## src/hdl/rtbm_pkg.sv

```systemverilog
package rtbm_pkg;

  localparam int TABLE_ENTRIES_DEFAULT = 16;
  localparam int PORT_COUNT = 16;

  localparam logic MODE_ADD  = 1'b0;
  localparam logic MODE_FIND = 1'b1;

  localparam logic [1:0] STATUS_OK        = 2'd0;
  localparam logic [1:0] STATUS_FULL      = 2'd1;
  localparam logic [1:0] STATUS_NOT_FOUND = 2'd2;

  typedef enum logic [1:0] {
    ST_IDLE,
    ST_SCAN,
    ST_LAST,
    ST_FINISH
  } state_t;

  typedef struct packed {
    logic [15:0] address;
    logic [3:0]  port;
    logic [15:0] cost;
  } entry_t;

endpackage

```

## src/hdl/rtbm_ram.sv

```systemverilog
module rtbm_ram #(
  parameter int WIDTH = 36,
  parameter int DEPTH = 16,
  localparam int AddrW = (DEPTH > 1) ? $clog2(DEPTH) : 1
) (
  input  logic             clk,
  input  logic             we,
  input  logic [AddrW-1:0] waddr,
  input  logic [WIDTH-1:0] wdata,
  input  logic [AddrW-1:0] raddr,
  output logic [WIDTH-1:0] rdata
);

  logic [WIDTH-1:0] mem [DEPTH];

  always_ff @(posedge clk) begin
    if (we) begin
      mem[waddr] <= wdata;
    end
    rdata <= mem[raddr];
  end

endmodule

```

## src/hdl/route_table_best_metric_unit.sv

```systemverilog
// channel   direction  handshake            fields
// command   in         start, busy          mode, dest_address, port_number, link_cost
// result    out        done (one cycle)     status, hit, found_port
//
// an item is accepted in ST_IDLE and steps through ST_SCAN, ST_LAST and ST_FINISH to
// done; the scan reads the route memory through its single registered read port
// busy is high from ST_SCAN through ST_FINISH; a new start is taken while done shows
// rst clears the state, the route valid bits and done; the route memory is not cleared
// results cannot be held off: done is high for exactly one cycle per item
module route_table_best_metric_unit #(
  parameter int TABLE_ENTRIES = rtbm_pkg::TABLE_ENTRIES_DEFAULT,
  localparam int IdxW = (TABLE_ENTRIES > 1) ? $clog2(TABLE_ENTRIES) : 1
) (
  input  logic        clk,
  input  logic        rst,
  input  logic        start,
  output logic        busy,
  input  logic        mode,
  input  logic [15:0] dest_address,
  input  logic [3:0]  port_number,
  input  logic [15:0] link_cost,
  output logic        done,
  output logic [1:0]  status,
  output logic        hit,
  output logic [3:0]  found_port
);

  localparam int EntryW = $bits(rtbm_pkg::entry_t);

  rtbm_pkg::state_t state, state_next;

  logic [TABLE_ENTRIES-1:0] valid;

  logic        mode_q;
  logic [15:0] addr_q;
  logic [3:0]  port_q;
  logic [15:0] cost_q;

  logic [IdxW-1:0] scan_idx;
  logic [IdxW-1:0] cmp_idx;
  logic            cmp_valid;

  logic            match_found;
  logic [IdxW-1:0] match_idx;
  logic [3:0]      match_port;
  logic [15:0]     match_cost;
  logic            free_found;
  logic [IdxW-1:0] free_idx;

  logic              ram_we;
  logic [IdxW-1:0]   ram_waddr;
  rtbm_pkg::entry_t  ram_wentry;
  logic [EntryW-1:0] ram_rdata;
  rtbm_pkg::entry_t  rd_entry;

  logic       res_insert;
  logic [1:0] res_status;
  logic [3:0] res_port;

  logic scan_last;
  logic port_ok;
  logic cmp_hit;
  logic cmp_free;

  rtbm_ram #(
    .WIDTH(EntryW),
    .DEPTH(TABLE_ENTRIES)
  ) u_ram (
    .clk  (clk),
    .we   (ram_we),
    .waddr(ram_waddr),
    .wdata(EntryW'(ram_wentry)),
    .raddr(scan_idx),
    .rdata(ram_rdata)
  );

  assign rd_entry  = rtbm_pkg::entry_t'(ram_rdata);
  assign scan_last = (scan_idx == IdxW'(TABLE_ENTRIES - 1));
  assign port_ok   = (int'(port_q) < rtbm_pkg::PORT_COUNT);
  assign cmp_hit   = cmp_valid && valid[cmp_idx] && (rd_entry.address == addr_q);
  assign cmp_free  = cmp_valid && !valid[cmp_idx];

  always_comb begin
    state_next = state;
    case (state)
      rtbm_pkg::ST_IDLE: begin
        if (start) begin
          state_next = rtbm_pkg::ST_SCAN;
        end
      end
      rtbm_pkg::ST_SCAN: begin
        if (scan_last) begin
          state_next = rtbm_pkg::ST_LAST;
        end
      end
      rtbm_pkg::ST_LAST: begin
        state_next = rtbm_pkg::ST_FINISH;
      end
      rtbm_pkg::ST_FINISH: begin
        state_next = rtbm_pkg::ST_IDLE;
      end
      default: begin
        state_next = rtbm_pkg::ST_IDLE;
      end
    endcase
  end

  always_comb begin
    busy               = (state != rtbm_pkg::ST_IDLE);
    ram_we             = 1'b0;
    ram_waddr          = match_idx;
    ram_wentry.address = addr_q;
    ram_wentry.port    = port_q;
    ram_wentry.cost    = cost_q;
    res_insert         = 1'b0;
    res_status         = rtbm_pkg::STATUS_OK;
    res_port           = 4'd0;
    if (state == rtbm_pkg::ST_FINISH) begin
      if (mode_q == rtbm_pkg::MODE_FIND) begin
        if (match_found) begin
          res_port = match_port;
        end else begin
          res_status = rtbm_pkg::STATUS_NOT_FOUND;
        end
      end else if (match_found) begin
        ram_we = port_ok && (cost_q < match_cost);
      end else if (!free_found) begin
        res_status = rtbm_pkg::STATUS_FULL;
      end else begin
        ram_waddr  = free_idx;
        ram_we     = port_ok;
        res_insert = port_ok;
      end
    end
  end

  always_ff @(posedge clk) begin
    if (rst) begin
      state     <= rtbm_pkg::ST_IDLE;
      valid     <= '0;
      cmp_valid <= 1'b0;
      done      <= 1'b0;
    end else begin
      state <= state_next;
      done  <= (state == rtbm_pkg::ST_FINISH);
      if (res_insert) begin
        valid[ram_waddr] <= 1'b1;
      end
      cmp_valid <= (state == rtbm_pkg::ST_SCAN);
    end
  end

  always_ff @(posedge clk) begin
    if (state == rtbm_pkg::ST_IDLE && start) begin
      mode_q      <= mode;
      addr_q      <= dest_address;
      port_q      <= port_number;
      cost_q      <= link_cost;
      scan_idx    <= '0;
      match_found <= 1'b0;
      free_found  <= 1'b0;
    end else begin
      if (state == rtbm_pkg::ST_SCAN) begin
        scan_idx <= scan_idx + IdxW'(1);
      end
      if (cmp_hit && !match_found) begin
        match_found <= 1'b1;
        match_idx   <= cmp_idx;
        match_port  <= rd_entry.port;
        match_cost  <= rd_entry.cost;
      end
      if (cmp_free && !free_found) begin
        free_found <= 1'b1;
        free_idx   <= cmp_idx;
      end
    end
    cmp_idx <= scan_idx;
    if (state == rtbm_pkg::ST_FINISH) begin
      status     <= res_status;
      hit        <= match_found;
      found_port <= res_port;
    end
  end

endmodule

```

## config.mk

```make
export PLATFORM = sky130hd
export DESIGN_NAME = route_table_best_metric_unit
export DESIGN_NICKNAME = d
export VERILOG_FILES = /design/src/hdl/rtbm_pkg.sv /design/src/hdl/rtbm_ram.sv /design/src/hdl/route_table_best_metric_unit.sv
export SDC_FILE = /design/constraint.sdc
export NUM_CORES = 1
export LEC_CHECK = 0
export BUFFER_PORTS_ARGS = -buffer_cell sky130_fd_sc_hd__buf_4
export CELL_PAD_IN_SITES_DETAIL_PLACEMENT = 1
export CELL_PAD_IN_SITES_GLOBAL_PLACEMENT = 1
export CORE_MARGIN = 2
export CORE_UTILIZATION = 30
export CTS_CLUSTER_DIAMETER = 40
export CTS_CLUSTER_SIZE = 25
export DETAILED_ROUTE_END_ITERATION = 10
export MAX_ROUTING_LAYER = met4
export PLACE_DENSITY_LB_ADDON = 0.1
export RECOVER_POWER = 50
export SYNTH_ARGS = -nofsm -noshare
export SYNTH_HDL_FRONTEND = slang
export SYNTH_HIERARCHICAL = 1
export SYNTH_SLANG_ARGS = --single-unit
```

## constraint.sdc

```tcl
create_clock -name clk -period 8.19 [get_ports clk]
set_clock_uncertainty 0.15 [all_clocks]
set_input_delay 0.4095 -clock clk [delete_from_list [all_inputs] [get_ports clk]]
set_output_delay 0.4095 -clock clk [all_outputs]
set_load 0.03 [all_outputs]
```

== Word level (Yosys, flattened, before mapping) ==
Memory sizes are Yosys's and may differ from the RTL's. A register that Yosys moved wholly into a read port is not among the register bits.
Index checks and enable logic that the tools add are counted.

* Multiplexer cells: 24
* Reduce and logical (&&, ||, !) cells: 16
* Equal/unequal tests: 7
* $lt $le $gt $ge: 4
* Bitwise logic cells: 2
* Add/sub/neg operators: 1

{| class="wikitable"
|+ Operators by type and width
! kind !! count
|-
| == test 16 bit || 1
|-
| less-than comparator 16 bit || 1
|-
| 2-to-1 mux 4 bit || 4
|-
| OR 16 bit || 1
|-
| 2-to-1 mux 1 bit || 13
|-
| less-than comparator 4 x 5 -> 1 bit, second input constant || 2
|-
| 2-to-1 mux 2 bit || 4
|-
| one-hot mux 2 bit (4 select lines) || 1
|-
| AND reduction 2 bit || 4
|-
| logical AND 1 bit || 7
|-
| adder 4 x 1 -> 4 bit, second input constant || 1
|-
| binary-select mux 1 bit (select 4 bit) || 1
|-
| demux 1 bit (select 4 bit) || 1
|-
| == test 2 bit, second input constant || 2
|-
| == test 4 bit, second input constant || 1
|-
| >= comparator 4 x 1 -> 1 bit, second input constant || 1
|-
| inequality test 2 bit, second input constant || 2
|-
| logical NOT 1 bit || 3
|-
| == test 2 x 1 -> 1 bit, second input constant || 1
|-
| logical NOT 2 bit || 1
|-
| nonzero test 2 bit || 1
|-
| inverter 1 bit || 1
|}

* Flip-flop bits (word level): 102
* Word-level logic and storage cells: 74
* Output and inout bits: 9
* Memories kept: 1
* Input port bits: 40
* Memory bits (writable): 576

{| class="wikitable"
|+ Memories
! name !! depth !! bits a word !! rd ports !! clocked after memory_dff !! wr ports !! line !! RTL
|-
| u_ram.mem || 16 || 36 || 1 || 1 || 1 || rtbm_ram.sv:14 || <nowiki>logic [WIDTH-1:0] mem [DEPTH];</nowiki>
|}

== Logic depth before layout (Yosys ltp) ==
* Depth after elaboration: 9
* Gate-level depth with buffers: 9
* Gate-level depth less buffers: 9

== Cells and area by module ==
The synthesis kept the hierarchy.

{| class="wikitable"
|+ By module, submodules not included
! module !! instances !! cells an instance !! area an instance (um2) !! seq. area each (um2)
|-
| rtbm_ram || 1 || 938 || 22318.9 || 18017.3
|-
| route_table_best_metric_unit || 1 || 285 || 4002.6 || 2762.6
|}

== Worst setup path after synthesis ==
Ideal clock, no wire load.

* Path type: reg-to-reg
* Start point: register cost_q[13]
* End point: memory u_ram.mem[0][0], enable pin
* Library setup time: 0.474 ns
* Arrival: 4.501 ns
* Setup slack: 3.065 ns
* Cell stages (with the launch flop): 8
* Required time: 7.566 ns
* Clock period less this slack: 5.125 ns
* Buffers on the path: 0
* Cell sequence: edfxtp_1 ha_1 a21o_1 a21o_1 a22oi_1 a31o_2 or3b_2 nor3_1

* Word-level cells in the longest chain between the ends: 6

{| class="wikitable"
|+ Ends and longest elaborated chain
! what !! line !! RTL
|-
| start: declaration || route_table_best_metric_unit.sv:37 || <nowiki>logic [15:0] cost_q;</nowiki>
|-
| start signal: assignment || route_table_best_metric_unit.sv:158 || <nowiki>cost_q <= link_cost;</nowiki>
|-
| less-than comparator 16 bit || route_table_best_metric_unit.sv:126 || <nowiki>ram_we = port_ok && (cost_q < match_cost);</nowiki>
|-
| 2-to-1 mux 1 bit || route_table_best_metric_unit.sv:125 || <nowiki>end else if (match_found) begin</nowiki>
|-
| 2-to-1 mux 1 bit || route_table_best_metric_unit.sv:119 || <nowiki>if (mode_q == rtbm_pkg::MODE_FIND) begin</nowiki>
|-
| 2-to-1 mux 1 bit || route_table_best_metric_unit.sv:118 || <nowiki>if (state == rtbm_pkg::ST_FINISH) begin</nowiki>
|-
| named net ram_we || route_table_best_metric_unit.sv:50 || <nowiki>logic ram_we;</nowiki>
|-
| 2-to-1 mux 1 bit || rtbm_ram.sv:17 || <nowiki>if (we) begin</nowiki>
|-
| 2-to-1 mux 1 bit (implied by the code) || rtbm_ram.sv:18 || <nowiki>mem[waddr] <= wdata;</nowiki>
|-
| end: declaration || rtbm_ram.sv:14 ||
|}

The timed path passes the listed nets, and every way through them passes these cells.

== Final worst setup path ==
* Start point: register cost_q[14]
* End point: memory u_ram.mem[12][28], enable pin

The elaborated chain is that of the path after synthesis.

==> results.sh <==
export IMPL_clock_buffer_count_from_cts=120
export IMPL_final_max_slew_violation_count=61
export IMPL_status="complete, but fails checks"
export IMPL_detail_route_wirelength_mm=66.8
export IMPL_postSynthRegisterBits=714
export IMPL_failed_checks="max-capacitance violations, max-slew violations"
export IMPL_antenna_found_initial=3
export IMPL_final_layout_size_suffix_gt1_share_pct=28.9
export IMPL_number_of_global_route_vias_before_repair=14300
export IMPL_uppermost_layer_routed="met4"
export IMPL_io_pin_count=49
export IMPL_synthArstFlopShare_pct=0
export IMPL_setup_viol=0
export IMPL_seqPwrFrac_pct=40.4
export IMPL_post_dp_hpwl_mm=34.9
export IMPL_synth_cell_area_um2=26300
export IMPL_arrival_ps=4390
export IMPL_avgRoutedWirePerCell_um=25.0
export IMPL_cts_sink_count=714
export IMPL_synth_area_leader_cell="edfxtp_1"
export IMPL_synth_warning_count=6
export IMPL_route_layer_met1_wl_mm=28.9
export IMPL_dr_wl_met2_mm=33.9
export IMPL_crit_path_cell_trace="clkbuf_1 -> ha_1 -> a21o_1 -> a22oi_1 -> a31o_2 -> nand3_1 -> nor3_2 -> buf_4"
export IMPL_dominant_combinational_cell_family_by_area_after_synthesis="multiplexers"
export IMPL_syn2layout_area_growth_pct=25.3
export IMPL_synth_compound_area_share_pct=2.83
export IMPL_maximum_clock_insertion_buffer_count=3
export IMPL_pwrdens_nw_per_um2=345
export IMPL_dieHeight_um=300
export IMPL_layout_common_cells="edfxtp_1, mux4_2, clkbuf_16"
export IMPL_regArea_um2=20800
export IMPL_finalHoldViolations=0
export IMPL_drt_vias_per_instance=4.72
export IMPL_grt_first_pass_wirelength_mm=98.4
export IMPL_hold_class="in2reg"
export IMPL_worst_setup_path_type="reg2reg"
export IMPL_synth_enable_flop_cells=648
export IMPL_worstMarginPinSlew_ps=2160
export IMPL_global_route_usage_total_pct=15.6
export IMPL_clock_tree_from_tritoncts="done"
export IMPL_mostFrequentLayoutCell="edfxtp_1"
export IMPL_fmaxAchievable_ghz=0.235
export IMPL_postSynthCellCount=1223
export IMPL_tns_ps=0
export IMPL_worst_setup_path_start_kind="flip-flop"
export IMPL_psw_w=0.00273
export IMPL_drt_pass1_iter_count=4
export IMPL_post_synth_and_or_nand_nor_area_fraction_pct=2.44
export IMPL_clock_power_share_pct=47.4
export IMPL_final_antenna_net_count=0
export IMPL_ys_seq_area_share_pct=78.9
export IMPL_slew_limit_headroom_pct=-44.3
export IMPL_fill_cells=8314
export IMPL_synth_adder_area_share_pct=0.998
export IMPL_final_nets=1474
export IMPL_place_gp_congestion=0.731
export IMPL_critical_path_peak_fanout=29
export IMPL_critical_path_endpoint_type="flip-flop"
export IMPL_dr_wl_met3_mm=2.57
export IMPL_crit_path_max_cell_delay_ps=790
export IMPL_intPower_w=0.00864
export IMPL_drv_max_cap_violation_count=2
export IMPL_clock_latency_ps=670
export IMPL_yosys_area_top_type_share_pct=73.9
export IMPL_power_leakage_nw=10.7
export IMPL_dr_first_iter_drc_count=593
export IMPL_die_area_um2=90100
export IMPL_synth_nets=1284
export IMPL_power_frac_comb_pct=12.2
export IMPL_coreArea_um2=86900
export IMPL_multi_input_comb_area_um2=5340
export IMPL_die_width_um=300
export IMPL_gr_total_overflow=0
export IMPL_fin_crit_sh_pct=52.0
export IMPL_num_rows=108
export IMPL_final_period_minus_worst_setup_slack_ps=4260
export IMPL_ctsHtreeMaxLevel=3
export IMPL_ys_flop_type="edfxtp_1"
export IMPL_drc=0
export IMPL_synth_mux_area_fraction_pct=12.9
export IMPL_rsz_0062_raised_after_global_routing="no"
export IMPL_ir_worst_vdd_uv=186
export IMPL_ctsRootBufferMaster="clkbuf_16"
export IMPL_synth_xor_area_share_pct=0.632
export IMPL_power_share_switching_pct=24.0
export IMPL_num_vias=12600
export IMPL_clkTransAtPathRegs_ps=50
export IMPL_place_port_buffers=48
export IMPL_synth_area_top_cells="edfxtp_1, mux4_2, dfxtp_1, a22oi_1, ha_1"
export IMPL_worst_hold_slack_ps=34.7
export IMPL_timing_critical_path_required_ps=8330
export IMPL_start_util_pct=30.3
export IMPL_synth_area_per_cell_um2=21.5
export IMPL_critical_path_slowest_cell="nor3_2"
export IMPL_grt_max_degree=88
export IMPL_synth_lib_cells_used_distinct=38
==> what timing repair did <==
action / 4_1_cts / 5_1_grt
hold buffers: 38 / 0
resized for setup: 0 / 0
buffers inserted: 0 / 0
hold endpoints to repair: 57 / 0
endpoints found under the setup margin: 0 / 0
==> sequential cells by signal, indices dropped and copies added, names as in the netlist, 16 cells and up <==
signal / cells
addr_q: 16
cost_q: 16
match_cost: 16
u_ram/mem: 576
u_ram/rdata: 36
valid: 16
==> synth_stat cells (7+ instances only) <==
cell      count
nand2_1      57
inv_1        19
buf_6         7
buf_2        17
a21oi_1      19
edfxtp_1    648
a22oi_1      73
ha_1         21
clkbuf_1     24
dfxtp_1      66
xor2_1        8
nor2b_1       7
nor3_1        8
xnor2_1      11
nor2_1       41
mux4_2      144
==> path summary, 6_finish.rpt <==
check	startpoint	slack (ps)	to	depth (start not counted)
worst max-delay path	cost_q[14]$_DFFE_PP_	3930	u_ram/mem[12][28]$_DFFE_PP_	8
worst min-delay path	start	30	free_found$_SDFFE_PP0P_	4
worst max register to register	cost_q[14]$_DFFE_PP_	3930	u_ram/mem[12][28]$_DFFE_PP_	8
worst min register to register	u_ram/rdata[18]$_DFF_P_	250	match_port[2]$_DFFE_PP_	0
==> power by group through the flow <==
stage	Sequential, W	Combinational [W]	Clock [W]
after global routing	0.00464	0.00153	0.00568
final	0.00459	0.00139	0.00539
after CTS	0.00461	0.00144	0.00552
after global placement	0.00467	0.00142	0
after detailed placement	0.00468	0.00143	0
after floorplan	0.00454	0.00109	0
==> final cells by class <==
cell class,instances,area share (%)
flip-flops and latches,714,63.0
diodes,1,0.00759
well taps,1155,4.38
clock inverters,82,3.62
inverters,19,0.216
multi-input cells,439,16.2
clock buffers,146,9.74
repair buffers,119,2.83
==> metal layers <==
metal,vias up,GRT usage (%)
met2,254,26.2
met1,6772,19.4
met3,125,2.82
li1,5474,-
met5,-,-
met4,0,4.57
==> worst max-delay path, delay by kind of cell, from the launching register on <==
family,cells,cell delay [ps]
AO/OA/AOI/OAI,3,600
adder cells (fa/ha/maj),1,380
buffers and inverters,2,1310
flip-flops,1,310
AND/OR/NAND/NOR,2,1100
==> per-stage QoR <==
| stage | utilization, % | power (W) | instances | worst slack, ps | cell area, um2 |
|---|---|---|---|---|---|
| floorplan | - | 0.00562 | 1223 | 3060 | 26300 |
| global placement | 32.5 | 0.00609 | 2408 | 4080 | 28300 |
| detailed placement | 32.5 | 0.00611 | 2408 | 3980 | 28300 |
| CTS | 38.0 | 0.0116 | 2674 | 3960 | 33000 |
| global route | 38.0 | 0.0118 | 2675 | 3610 | 33000 |
| finish | 38.0 | 0.0114 | 2675 | 3930 | 33000 |
==> kinds of logic (layout without fill, tap and decap cells) <==
kind of cell	Yosys count	in the layout
compound gates	107	107
simple gates	140	140
buf+inv	70	366
mux	152	152
fa+ha+maj	21	21
flops	714	714
xor+xnor	19	19
other cells	0	1
No activity file was read; power rests on OpenSTA's default activity.
